==> config.mk <==
export PLATFORM = sky130hd
export DESIGN_NAME = keyboard_controller_8042_flat
export DESIGN_NICKNAME = d
export VERILOG_FILES = /design/src/rtl/kbc_pkg.sv /design/src/rtl/kbc_if.sv /design/src/rtl/kbc_ring.sv /design/src/rtl/kbc_ctrl.sv /design/src/rtl/keyboard_controller_8042.sv /design/src/flat_wrapper.sv
export SDC_FILE = /design/constraint.sdc
export NUM_CORES = 1
export LEC_CHECK = 0
export BUFFER_PORTS_ARGS = -buffer_cell sky130_fd_sc_hd__buf_2
export CORE_MARGIN = 2
export CORE_UTILIZATION = 40
export DETAILED_ROUTE_END_ITERATION = 8
export SLEW_MARGIN = 20
export SYNTH_ARGS = -nofsm -noshare
export SYNTH_HDL_FRONTEND = slang
export SYNTH_SLANG_ARGS = --single-unit
==> constraint.sdc <==
create_clock -name clk -period 4.2 [get_ports clk]
set_input_delay 0.42 -clock clk [delete_from_list [all_inputs] [get_ports clk]]
set_output_delay 0.42 -clock clk [all_outputs]
set_load 0.005 [all_outputs]
==> src/rtl/kbc_pkg.sv <==
// ----------------------------------------------------------------------------
// Keyboard controller package
// Types, ring geometry and command codes that the keyboard controller shares.
// ----------------------------------------------------------------------------
package kbc_pkg;

    localparam int RING_DEPTH = 16;
    localparam int IDX_W      = (RING_DEPTH > 1) ? $clog2(RING_DEPTH) : 1;

    typedef logic [IDX_W-1:0] idx_t;
    typedef logic [7:0]       byte_t;

    typedef enum logic [1:0] {
        KIND_READ  = 2'd0,
        KIND_WRITE = 2'd1,
        KIND_KEY   = 2'd2
    } kind_t;

    localparam byte_t PORT_DATA = 8'h60;
    localparam byte_t PORT_B    = 8'h61;
    localparam byte_t PORT_CMD  = 8'h64;

    // Controller commands written to port 64h.
    localparam byte_t CC_READ_CB       = 8'h20;
    localparam byte_t CC_WRITE_CB      = 8'h60;
    localparam byte_t CC_PASSWORD      = 8'hA6;
    localparam byte_t CC_AUX_DIS       = 8'hA7;
    localparam byte_t CC_AUX_EN        = 8'hA8;
    localparam byte_t CC_AUX_TEST      = 8'hA9;
    localparam byte_t CC_SELF_TEST     = 8'hAA;
    localparam byte_t CC_KBD_TEST      = 8'hAB;
    localparam byte_t CC_KBD_DIS       = 8'hAD;
    localparam byte_t CC_KBD_EN        = 8'hAE;
    localparam byte_t CC_READ_IN       = 8'hC0;
    localparam byte_t CC_READ_OUT      = 8'hD0;
    localparam byte_t CC_WRITE_OUT     = 8'hD1;
    localparam byte_t CC_WRITE_KBD_BUF = 8'hD2;
    localparam byte_t CC_WRITE_AUX_BUF = 8'hD3;
    localparam byte_t CC_WRITE_AUX     = 8'hD4;
    localparam byte_t CC_READ_TEST     = 8'hE0;
    localparam logic [3:0] CC_PULSE_HI = 4'hF;

    // Keyboard commands written to port 60h.
    localparam byte_t KB_SET_LED     = 8'hED;
    localparam byte_t KB_ECHO        = 8'hEE;
    localparam byte_t KB_SCAN_SET    = 8'hF0;
    localparam byte_t KB_READ_ID     = 8'hF2;
    localparam byte_t KB_STREAM_ON   = 8'hF4;
    localparam byte_t KB_DEFAULT_DIS = 8'hF5;
    localparam byte_t KB_SET_DEFAULT = 8'hF6;
    localparam byte_t KB_ALL_TYPEMAT = 8'hF7;
    localparam byte_t KB_BAT_RESTART = 8'hFF;

    // Reply bytes.
    localparam byte_t RSP_ZERO     = 8'h00;
    localparam byte_t RSP_SCAN_SET = 8'h02;
    localparam byte_t RSP_SELF_OK  = 8'h55;
    localparam byte_t RSP_ID_LO    = 8'h83;
    localparam byte_t RSP_BAT_OK   = 8'hAA;
    localparam byte_t RSP_ID_HI    = 8'hAB;
    localparam byte_t RSP_ACK      = 8'hFA;
    localparam byte_t RSP_RESEND   = 8'hFE;
    localparam byte_t RSP_NONE     = 8'hFF;

    // Command byte bits and masks.
    localparam int    CB_IRQ1_BIT  = 0;
    localparam int    CB_KBD_BIT   = 4;
    localparam int    CB_AUX_BIT   = 5;
    localparam byte_t CB_KBD_MASK  = 8'h10;
    localparam byte_t CB_AUX_MASK  = 8'h20;

    localparam byte_t PB_TOGGLE    = 8'h10;
    localparam byte_t PB_WR_MASK   = 8'h30;
    localparam int    PB_SPKR_BIT  = 1;

    localparam byte_t INPUT_PORT_RST  = 8'h90;
    localparam byte_t OUTPUT_PORT_RST = 8'h01;

    typedef struct packed {
        logic [1:0] kind;
        byte_t      port;
        byte_t      data;
    } item_t;

    typedef struct packed {
        byte_t read_data;
        logic  irq_pulse;
        logic  cpu_reset_pulse;
        byte_t output_port_state;
        logic  led_valid;
        byte_t led_value;
        logic  speaker_on;
        logic  aux_valid;
        byte_t aux_data;
    } result_t;

    typedef struct packed {
        logic  pop;
        logic  clear_idx;
        logic  push;
        byte_t push_byte;
        logic  push2;
        byte_t push2_byte;
        logic  key_wr;
        byte_t key_byte;
    } ring_op_t;

    typedef struct packed {
        logic  empty;
        logic  full;
        logic  pop_more;
        byte_t head_byte;
    } ring_stat_t;

endpackage

==> src/rtl/kbc_if.sv <==
// ----------------------------------------------------------------------------
// Keyboard controller channels
// Valid/ready interfaces for bus transactions in and result transactions out.
// ----------------------------------------------------------------------------
interface kbc_item_if
    import kbc_pkg::*;
();
    logic       valid;
    logic       ready;
    logic [1:0] kind;
    byte_t      port;
    byte_t      data;

    modport source (output valid, output kind, output port, output data, input ready);
    modport sink   (input valid, input kind, input port, input data, output ready);
endinterface

interface kbc_result_if
    import kbc_pkg::*;
();
    logic  valid;
    logic  ready;
    byte_t read_data;
    logic  irq_pulse;
    logic  cpu_reset_pulse;
    byte_t output_port_state;
    logic  led_valid;
    byte_t led_value;
    logic  speaker_on;
    logic  aux_valid;
    byte_t aux_data;

    modport source (
        output valid, output read_data, output irq_pulse, output cpu_reset_pulse,
        output output_port_state, output led_valid, output led_value,
        output speaker_on, output aux_valid, output aux_data, input ready
    );
    modport sink (
        input valid, input read_data, input irq_pulse, input cpu_reset_pulse,
        input output_port_state, input led_valid, input led_value,
        input speaker_on, input aux_valid, input aux_data, output ready
    );
endinterface

==> src/rtl/kbc_ring.sv <==
// ----------------------------------------------------------------------------
// Keyboard controller output ring
// Byte ring for the host: replies enter at the head, scan codes at the tail.
// ----------------------------------------------------------------------------
module kbc_ring
    import kbc_pkg::*;
(
    input  logic       clk,
    input  logic       rst_n,
    input  ring_op_t   op,
    output ring_stat_t stat
);

    byte_t ring_reg  [RING_DEPTH];
    byte_t ring_next [RING_DEPTH];
    idx_t  head_reg, head_next;
    idx_t  tail_reg, tail_next;
    idx_t  head_base, tail_base, head_dec1, head_dec2;

    function automatic idx_t idx_inc(idx_t x);
        return (x == idx_t'(RING_DEPTH - 1)) ? '0 : idx_t'(x + 1'b1);
    endfunction

    function automatic idx_t idx_dec(idx_t x);
        return (x == '0) ? idx_t'(RING_DEPTH - 1) : idx_t'(x - 1'b1);
    endfunction

    always_comb
    begin
        stat.empty     = (head_reg == tail_reg);
        stat.full      = (idx_inc(tail_reg) == head_reg);
        stat.pop_more  = (idx_inc(head_reg) != tail_reg);
        stat.head_byte = ring_reg[head_reg];
    end

    always_comb
    begin
        head_base = op.clear_idx ? '0 : head_reg;
        tail_base = op.clear_idx ? '0 : tail_reg;
        head_dec1 = idx_dec(head_base);
        head_dec2 = idx_dec(head_dec1);

        if (op.pop && !stat.empty)
        begin
            head_next = idx_inc(head_reg);
        end
        else if (op.push2)
        begin
            head_next = head_dec2;
        end
        else if (op.push)
        begin
            head_next = head_dec1;
        end
        else
        begin
            head_next = head_base;
        end

        if (op.key_wr && !stat.full)
        begin
            tail_next = idx_inc(tail_reg);
        end
        else
        begin
            tail_next = tail_base;
        end

        for (int i = 0; i < RING_DEPTH; i++)
        begin
            ring_next[i] = ring_reg[i];
            if (op.push && head_dec1 == idx_t'(i))
            begin
                ring_next[i] = op.push_byte;
            end
            else if (op.push2 && head_dec2 == idx_t'(i))
            begin
                ring_next[i] = op.push2_byte;
            end
            else if (op.key_wr && !stat.full && tail_reg == idx_t'(i))
            begin
                ring_next[i] = op.key_byte;
            end
        end
    end

    always_ff @(posedge clk or negedge rst_n)
    begin
        if (!rst_n)
        begin
            head_reg <= '0;
            tail_reg <= '0;
            for (int i = 0; i < RING_DEPTH; i++)
            begin
                ring_reg[i] <= '0;
            end
        end
        else
        begin
            head_reg <= head_next;
            tail_reg <= tail_next;
            ring_reg <= ring_next;
        end
    end

    a_append_not_empty: assert property (@(posedge clk) disable iff (!rst_n)
        (op.key_wr && !stat.full) |=> !stat.empty)
        else $error("ring empty after a scan code was appended");

    a_push_at_head: assert property (@(posedge clk) disable iff (!rst_n)
        (op.push && !op.push2) |=> (stat.head_byte == $past(op.push_byte)))
        else $error("pushed reply is not at the head of the ring");

    a_pop_not_full: assert property (@(posedge clk) disable iff (!rst_n)
        (op.pop && !stat.empty) |=> !stat.full)
        else $error("ring full right after a byte was read");

endmodule

==> src/rtl/kbc_ctrl.sv <==
// ----------------------------------------------------------------------------
// Keyboard controller command decoder
// Decodes one bus or key transaction, updates controller registers and forms
// the ring operation and the result.
// ----------------------------------------------------------------------------
module kbc_ctrl
    import kbc_pkg::*;
(
    input  logic       clk,
    input  logic       rst_n,
    input  logic       go,
    input  item_t      cur,
    input  logic       cfg_we,
    input  byte_t      cfg_wdata,
    input  ring_stat_t stat,
    output ring_op_t   op,
    output result_t    res
);

    byte_t cb_reg, cb_next;
    logic  sys_reg, sys_next;
    byte_t pend_reg, pend_next;
    byte_t lkc_reg, lkc_next;
    byte_t outp_reg, outp_next;
    byte_t pb_reg, pb_next;
    byte_t inp_reg;
    ring_op_t op_c;

    always_comb
    begin
        cb_next   = cb_reg;
        sys_next  = sys_reg;
        pend_next = pend_reg;
        lkc_next  = lkc_reg;
        outp_next = outp_reg;
        pb_next   = pb_reg;
        op_c      = '0;
        res       = '0;

        case (cur.kind)
            KIND_READ:
            begin
                if (cur.port == PORT_DATA)
                begin
                    res.read_data = stat.head_byte;
                    op_c.pop      = 1'b1;
                    res.irq_pulse = !stat.empty && stat.pop_more && cb_reg[CB_IRQ1_BIT];
                end
                else if (cur.port == PORT_CMD)
                begin
                    res.read_data = {5'b0, sys_reg, 1'b0, !stat.empty};
                end
                else if (cur.port == PORT_B)
                begin
                    pb_next       = pb_reg ^ PB_TOGGLE;
                    res.read_data = pb_next;
                end
                else
                begin
                    res.read_data = RSP_NONE;
                end
            end
            KIND_WRITE:
            begin
                if (cur.port == PORT_CMD)
                begin
                    pend_next = cur.data;
                    case (cur.data)
                        CC_READ_CB:
                        begin
                            op_c.push = 1'b1;
                            op_c.push_byte = cb_reg;
                        end
                        CC_AUX_DIS: cb_next = cb_reg | CB_AUX_MASK;
                        CC_AUX_EN:  cb_next = cb_reg & ~CB_AUX_MASK;
                        CC_AUX_TEST, CC_KBD_TEST, CC_READ_TEST:
                        begin
                            op_c.push = 1'b1;
                            op_c.push_byte = RSP_ZERO;
                        end
                        CC_SELF_TEST:
                        begin
                            op_c.push = 1'b1;
                            op_c.push_byte = RSP_SELF_OK;
                        end
                        CC_KBD_DIS: cb_next = cb_reg | CB_KBD_MASK;
                        CC_KBD_EN:  cb_next = cb_reg & ~CB_KBD_MASK;
                        CC_READ_IN:
                        begin
                            op_c.push = 1'b1;
                            op_c.push_byte = inp_reg;
                        end
                        CC_READ_OUT:
                        begin
                            op_c.push = 1'b1;
                            op_c.push_byte = outp_reg;
                        end
                        default:
                        begin
                            if (cur.data[7:4] == CC_PULSE_HI && !cur.data[0])
                            begin
                                sys_next = 1'b1;
                                res.cpu_reset_pulse = 1'b1;
                            end
                        end
                    endcase
                end
                else if (cur.port == PORT_DATA)
                begin
                    pend_next = '0;
                    case (pend_reg)
                        CC_WRITE_CB:
                        begin
                            op_c.push = 1'b1;
                            op_c.push_byte = cb_reg;
                            cb_next = cur.data;
                        end
                        CC_WRITE_OUT:
                        begin
                            outp_next = cur.data;
                            res.cpu_reset_pulse = !cur.data[0];
                        end
                        CC_WRITE_KBD_BUF, CC_WRITE_AUX_BUF:
                        begin
                            op_c.push = 1'b1;
                            op_c.push_byte = cur.data;
                        end
                        CC_WRITE_AUX:
                        begin
                            if (!cb_reg[CB_AUX_BIT])
                            begin
                                res.aux_valid = 1'b1;
                                res.aux_data  = cur.data;
                            end
                            op_c.push = 1'b1;
                            op_c.push_byte = RSP_RESEND;
                        end
                        CC_PASSWORD:
                        begin
                            op_c.push = 1'b0;
                        end
                        default:
                        begin
                            op_c.push = 1'b1;
                            op_c.push_byte = RSP_ACK;
                            if (cur.data[7])
                            begin
                                lkc_next = cur.data;
                                case (cur.data)
                                    KB_ECHO: op_c.push_byte = KB_ECHO;
                                    KB_READ_ID:
                                    begin
                                        op_c.push_byte  = RSP_ID_HI;
                                        op_c.push2      = 1'b1;
                                        op_c.push2_byte = RSP_ID_LO;
                                    end
                                    KB_STREAM_ON, KB_DEFAULT_DIS, KB_SET_DEFAULT, KB_ALL_TYPEMAT:
                                    begin
                                        op_c.clear_idx = 1'b1;
                                    end
                                    KB_BAT_RESTART:
                                    begin
                                        op_c.push_byte = RSP_BAT_OK;
                                        sys_next = 1'b1;
                                    end
                                    default: op_c.push_byte = RSP_ACK;
                                endcase
                            end
                            else if (lkc_reg == KB_SET_LED)
                            begin
                                res.led_valid = 1'b1;
                                res.led_value = cur.data;
                            end
                            else if (lkc_reg == KB_SCAN_SET && cur.data == RSP_ZERO)
                            begin
                                op_c.push_byte = RSP_SCAN_SET;
                            end
                        end
                    endcase
                end
                else if (cur.port == PORT_B)
                begin
                    pb_next = cur.data & ~PB_WR_MASK;
                end
            end
            KIND_KEY:
            begin
                if (!cb_reg[CB_KBD_BIT])
                begin
                    op_c.key_wr   = 1'b1;
                    op_c.key_byte = cur.data;
                    res.irq_pulse = cb_reg[CB_IRQ1_BIT];
                end
            end
            default:
            begin
                res.read_data = '0;
            end
        endcase

        if (op_c.push && cb_reg[CB_IRQ1_BIT])
        begin
            res.irq_pulse = 1'b1;
        end
        res.output_port_state = outp_next;
        res.speaker_on        = pb_next[PB_SPKR_BIT];
    end

    assign op = go ? op_c : '0;

    always_ff @(posedge clk or negedge rst_n)
    begin
        if (!rst_n)
        begin
            cb_reg   <= '0;
            sys_reg  <= 1'b0;
            pend_reg <= '0;
            lkc_reg  <= '0;
            outp_reg <= OUTPUT_PORT_RST;
            pb_reg   <= '0;
            inp_reg  <= INPUT_PORT_RST;
        end
        else
        begin
            if (go)
            begin
                cb_reg   <= cb_next;
                sys_reg  <= sys_next;
                pend_reg <= pend_next;
                lkc_reg  <= lkc_next;
                outp_reg <= outp_next;
                pb_reg   <= pb_next;
            end
            if (cfg_we)
            begin
                inp_reg <= cfg_wdata;
            end
        end
    end

endmodule

==> src/rtl/keyboard_controller_8042.sv <==
// ----------------------------------------------------------------------------
// Keyboard controller (8042 style)
// Bus port and key event front end with a host output ring.
// ----------------------------------------------------------------------------
// Usage:
// The item channel carries one transaction per bus read, bus write or key
// hit (kind, port, data). Every accepted transaction gives exactly one
// transaction on the result channel, in order.
// An accepted transaction is held in an input register; once the output
// register is free or its result is being taken, it is decoded against the
// controller registers and the ring, and the result is loaded into the output
// register, from which it is offered on the result channel. One transaction
// is taken every cycle while the receiver keeps up; the combinational decode
// between the input and output registers sets that rate.
// When the receiver stalls, the output register holds its result and the
// input register still takes one more transaction; after that, ready drops
// until the result is taken.
// cfg_we/cfg_wdata write the byte answered by the read-input-port command;
// write it only while the block is idle.
// Reset zeroes ring, indexes and controller registers at once, except output
// port 01h and input port 90h; ready is high the first cycle after reset.
// ----------------------------------------------------------------------------
module keyboard_controller_8042
    import kbc_pkg::*;
(
    input  logic  clk,
    input  logic  rst_n,
    kbc_item_if.sink     item,
    kbc_result_if.source result,
    input  logic  cfg_we,
    input  byte_t cfg_wdata
);

    item_t      in_reg;
    logic       in_valid_reg, in_valid_next;
    result_t    res_reg, res_c;
    logic       res_valid_reg, res_valid_next;
    logic       go;
    ring_op_t   op;
    ring_stat_t stat;

    assign go         = in_valid_reg && (!res_valid_reg || result.ready);
    assign item.ready = !in_valid_reg || go;

    always_comb
    begin
        in_valid_next = in_valid_reg;
        if (item.valid && item.ready)
        begin
            in_valid_next = 1'b1;
        end
        else if (go)
        begin
            in_valid_next = 1'b0;
        end

        res_valid_next = res_valid_reg;
        if (go)
        begin
            res_valid_next = 1'b1;
        end
        else if (result.ready)
        begin
            res_valid_next = 1'b0;
        end
    end

    always_ff @(posedge clk or negedge rst_n)
    begin
        if (!rst_n)
        begin
            in_valid_reg  <= 1'b0;
            res_valid_reg <= 1'b0;
        end
        else
        begin
            in_valid_reg  <= in_valid_next;
            res_valid_reg <= res_valid_next;
        end
    end

    always_ff @(posedge clk)
    begin
        if (item.valid && item.ready)
        begin
            in_reg.kind <= item.kind;
            in_reg.port <= item.port;
            in_reg.data <= item.data;
        end
        if (go)
        begin
            res_reg <= res_c;
        end
    end

    kbc_ctrl u_ctrl (
        .clk       (clk),
        .rst_n     (rst_n),
        .go        (go),
        .cur       (in_reg),
        .cfg_we    (cfg_we),
        .cfg_wdata (cfg_wdata),
        .stat      (stat),
        .op        (op),
        .res       (res_c)
    );

    kbc_ring u_ring (
        .clk   (clk),
        .rst_n (rst_n),
        .op    (op),
        .stat  (stat)
    );

    assign result.valid             = res_valid_reg;
    assign result.read_data         = res_reg.read_data;
    assign result.irq_pulse         = res_reg.irq_pulse;
    assign result.cpu_reset_pulse   = res_reg.cpu_reset_pulse;
    assign result.output_port_state = res_reg.output_port_state;
    assign result.led_valid         = res_reg.led_valid;
    assign result.led_value         = res_reg.led_value;
    assign result.speaker_on        = res_reg.speaker_on;
    assign result.aux_valid         = res_reg.aux_valid;
    assign result.aux_data          = res_reg.aux_data;

    a_go_gives_result: assert property (@(posedge clk) disable iff (!rst_n)
        go |=> res_valid_reg)
        else $error("decoded transaction produced no result");

    a_held_item_kept: assert property (@(posedge clk) disable iff (!rst_n)
        (in_valid_reg && !go) |=> in_valid_reg)
        else $error("stalled transaction was lost from the input register");

    a_ring_idle_no_op: assert property (@(posedge clk) disable iff (!rst_n)
        !go |-> (op == '0))
        else $error("ring operation issued without a decoded transaction");

endmodule
==> src/flat_wrapper.sv <==
// flat-port wrapper written by rule: the top's interface ports become plain ports
module keyboard_controller_8042_flat import kbc_pkg::*;
  (clk, rst_n, cfg_we, cfg_wdata, item_valid, item_kind, item_port, item_data, item_ready, result_valid, result_read_data, result_irq_pulse, result_cpu_reset_pulse, result_output_port_state, result_led_valid, result_led_value, result_speaker_on, result_aux_valid, result_aux_data, result_ready);
  kbc_item_if item_i ();
  kbc_result_if result_i ();
  input  logic clk;
  input  logic rst_n;
  input  logic cfg_we;
  input  byte_t cfg_wdata;
  input wire logic [$bits(item_i.valid)-1:0] item_valid;
  input wire logic [$bits(item_i.kind)-1:0] item_kind;
  input wire logic [$bits(item_i.port)-1:0] item_port;
  input wire logic [$bits(item_i.data)-1:0] item_data;
  output wire logic [$bits(item_i.ready)-1:0] item_ready;
  output wire logic [$bits(result_i.valid)-1:0] result_valid;
  output wire logic [$bits(result_i.read_data)-1:0] result_read_data;
  output wire logic [$bits(result_i.irq_pulse)-1:0] result_irq_pulse;
  output wire logic [$bits(result_i.cpu_reset_pulse)-1:0] result_cpu_reset_pulse;
  output wire logic [$bits(result_i.output_port_state)-1:0] result_output_port_state;
  output wire logic [$bits(result_i.led_valid)-1:0] result_led_valid;
  output wire logic [$bits(result_i.led_value)-1:0] result_led_value;
  output wire logic [$bits(result_i.speaker_on)-1:0] result_speaker_on;
  output wire logic [$bits(result_i.aux_valid)-1:0] result_aux_valid;
  output wire logic [$bits(result_i.aux_data)-1:0] result_aux_data;
  input wire logic [$bits(result_i.ready)-1:0] result_ready;
  assign item_i.valid = item_valid;
  assign item_i.kind = item_kind;
  assign item_i.port = item_port;
  assign item_i.data = item_data;
  assign item_ready = item_i.ready;
  assign result_valid = result_i.valid;
  assign result_read_data = result_i.read_data;
  assign result_irq_pulse = result_i.irq_pulse;
  assign result_cpu_reset_pulse = result_i.cpu_reset_pulse;
  assign result_output_port_state = result_i.output_port_state;
  assign result_led_valid = result_i.led_valid;
  assign result_led_value = result_i.led_value;
  assign result_speaker_on = result_i.speaker_on;
  assign result_aux_valid = result_i.aux_valid;
  assign result_aux_data = result_i.aux_data;
  assign result_i.ready = result_ready;
  keyboard_controller_8042 u_core (.clk(clk), .rst_n(rst_n), .item(item_i), .result(result_i), .cfg_we(cfg_we), .cfg_wdata(cfg_wdata));
endmodule
==> key figures <==
STA
  • Slew HR: 0.300
  • Final Cycle Share: 0.973
  • Slack of the critical path: ~110 ps
  • Worst Skew: roughly 17 ps
  • Final Hold Fails: 0
  • Worst-margin pin slew: ~1000 ps
  • FMAX: ~0.24 GHz
  • Fin crit period: roughly 4100 ps
  • Final Slew Violations: 0
  • Final Setup Violations: 0

Die
  • Die Area: between 30000 and 40000 µm²
  • Row count: about 70
  • Ports: 70
  • Die width: ~190 µm
  • Initial Utilization: 0.405
  • Core outline area: about 34000 µm²
  • Die Y: 191 µm

Final layout
  • Area delta synth->final: 15.1%
  • Max reg flops: 128
  • Layout cells sized above 1: 0.298
  • # diodes: 0
  • Fin nets: between 1000 and 1500
  • Non-Filler Instances: 1832
  • Filler instances: 3204
  • Commonest non-fill, non-tap cell in the layout: dfrtp_1
  • Commonest cells after routing, fill and taps aside: dfrtp_1 (181), o21ai_0 (118), mux2_2 (111), buf_4 (79), buf_2 (67)

Global routing
  • Global route overflow: 0
  • First-pass GRT wire length: 67300 µm
  • Initial antenna violation count: 2
  • Vias in the first global route: approximately 11000
  • Largest net degree at the start of global routing: 79
  • Total track usage: 0.240

Routing
  • Total wire length: 43600 µm
  • DR pass1 iterations: 5
  • Post-DR vias/cell: just over 6
  • DRC viols: 0
  • 1st-iter DRT viols: about 1100
  • Vias: ~11000
  • WL/cell: between 20 and 25 µm
  • Antenna-violating nets left: 0

Power
  • Clock group share of total power: 0.382
  • Proportion of power drawn by combinational gates: 0.164
  • P per Cell Area: between 300 and 400 nW/µm²
  • Total power: around 5.9 mW
  • Switch Pwr: about 1.7 mW
  • Net Sw Frac: 0.285
  • Worst VDD drop: approximately 0.27 mV
  • Pleak: approximately 6.7 nW
  • Internal power: 4.24 mW
  • Flop pwr share: 0.453

Logic synthesis
  • Post-synthesis cell type count: 89
  • Post-synthesis sequential area ratio: 0.450
  • Syn_nets: 1325
  • Average size of a mapped cell: ~11 µm²
  • Number of synthesized flops with an enable pin: 54
  • Post-Synthesis Cells: between 1000 and 1500
  • Top FF cell, synth: dfrtp_1
  • Yosys reg bits: 240
  • Post-synthesis cell area: roughly 14000 µm²
  • Ys async rst share: 0.775
  • Yosys Warn Count: 0

Clock network
  • Bufs on Longest Clock Path: 3
  • Clk sink count: 240
  • CTS tree: yes
  • Inserted Clock Buffers: 27
  • H-tree depth: 1
  • Clk_lat worst skew: between 500 and 600 ps
  • Clock root cell: clkbuf_16
  • Clock transition at path regs: 60 ps

Placement
  • DP Worst Slack: -23.7 ps
  • Placed Cells: ~1800
  • Port buffer count: between 60 and 70
  • DP Wirelength: roughly 30000 µm
  • Routability cong.: around 0.93

Status
  • Status: completed

Worst setup path
  • Critical Path RT: ~4600 ps
  • Critical path launch point type: flip-flop
  • Crit end category: flip-flop
  • CP arrival: ~4500 ps
  • Crit path kind: reg2reg
  • Worst-path maximum fanout: 21

Job
  • Max cap viols: 0

Hold path
  • Worst Hold Class: in2reg
-- layer usage --
layer  vias up  track usage  part of all wire
met4         2       0.0954             0.039
met1      5714        0.329              0.43
met5         -            0           0.00030
met3       107       0.0397             0.072
met2       500        0.380              0.46
li1       4984            -                 -
-- layout make-up --
type | count | area, µm² | area share
multi-input combinational | 921 | 7340 | 0.457
timing repair buffer | 150 | 992 | 0.0617
sequential | 240 | 6280 | 0.391
clock inverter | 14 | 93.8 | 0.00584
clock buffer | 36 | 739 | 0.0460
inverter | 16 | 60.1 | 0.00374
tap | 455 | 569 | 0.0354
-- synthesized netlist by cell type (all sizes together), types with 6 or more instances --
cell | number | area [µm²]
dfrtp | 183 | 4580
o21ai | 125 | 652
mux2 | 120 | 1360
nand2 | 68 | 255
a21oi | 65 | 337
clkbuf | 65 | 244
nor2 | 65 | 244
edfxtp | 54 | 1620
nand3 | 42 | 220
buf | 41 | 219
mux4 | 40 | 901
nand4 | 37 | 259
and2 | 35 | 219
mux2i | 30 | 300
nand2b | 20 | 125
nor2b | 19 | 119
nor3 | 19 | 121
inv | 16 | 60.1
or3 | 16 | 100
and4 | 13 | 114
nor4 | 13 | 81.3
a221o | 12 | 121
a211oi | 11 | 135
ha | 11 | 138
xnor2 | 11 | 96.3
a22oi | 10 | 75.1
a31oi | 10 | 68.8
a21boi | 9 | 67.6
o211ai | 8 | 83.8
o221a | 8 | 90.1
nor4b | 7 | 67.6
o211a | 7 | 70.1
o22ai | 7 | 43.8
or2 | 7 | 43.8
xor2 | 7 | 61.3
a22o | 6 | 52.6
-- power by group through the flow --
stage	combinational [mW]	sequential, mW	clock, mW
after global placement	0.923	2.72	0
after CTS	0.941	2.68	2.30
after global routing	1.04	2.70	2.40
after floorplan	0.654	2.66	0
final	0.975	2.69	2.27
after detailed placement	0.932	2.72	0
-- logic make-up (layout without fill, tap and decap cells) --
logic type,Yosys count,in the layout,share of synthesized area
XOR/XNOR,18,18,0.0113
AND/OR/NAND/NOR,390,390,0.159
buffers and inverters,122,216,0.0374
flip-flops,240,240,0.450
adder cells (fa/ha/maj),11,11,0.00985
multiplexers,190,190,0.183
AO/OA/AOI/OAI,311,311,0.150
other,1,1,0.000268
-- per-stage QoR --
stage	setup TNS [ps]	instance area, µm²	util	hold slack, ps
after CTS	0	15900	0.462	18.4
after global placement	0	15100	0.437	443
after global routing	-26.6	16100	0.467	14.1
final	0	16100	0.467	37.7
after detailed placement	-206	15100	0.437	439
after floorplan	-14.3	14000	-	124
-- timing repair --
item | 4_1_cts | 5_1_grt
resized for setup | 5 | 21
setup endpoints to repair | 35 | 102
pin swaps | 1 | 12
endpoints found under the hold margin | 57 | 0
hold buffers | 1 | 0
buffers inserted | 0 | 4
-- final timing paths --
kind / start / to / slack (ps) / depth (start not counted)
worst max-delay path: u_core.in_reg[11] / u_core.u_ring.ring_reg[50] / 110 / 14
worst min-delay path: item_data[1] / u_core.in_reg[1] / 40 / 1
worst max register to register: u_core.in_reg[11] / u_core.u_ring.ring_reg[50] / 110 / 14
worst min register to register: u_core.u_ctrl.sys_reg / u_core.u_ctrl.sys_reg / 470 / 1
max in group asynchronous: rst_n / u_core.u_ring.ring_reg[2] / 2720 / 3
min in group asynchronous: rst_n / u_core.u_ctrl.inp_reg[5] / 410 / 2
-- worst max-delay path, cell delays in order, from the launching register on --
cell and delay (ps):
edfxtp_1 390, or4b_4 550, or2_1 260, or4_4 440, o21ai_4 200, ha_4 180, buf_12 160, nand2b_1 120
a21oi_1 100, o41ai_4 470, a22oi_2 200, a21oi_4 300, a211oi_4 100, buf_4 180, mux2_1 320
No activity file was read; power rests on OpenSTA's default activity.
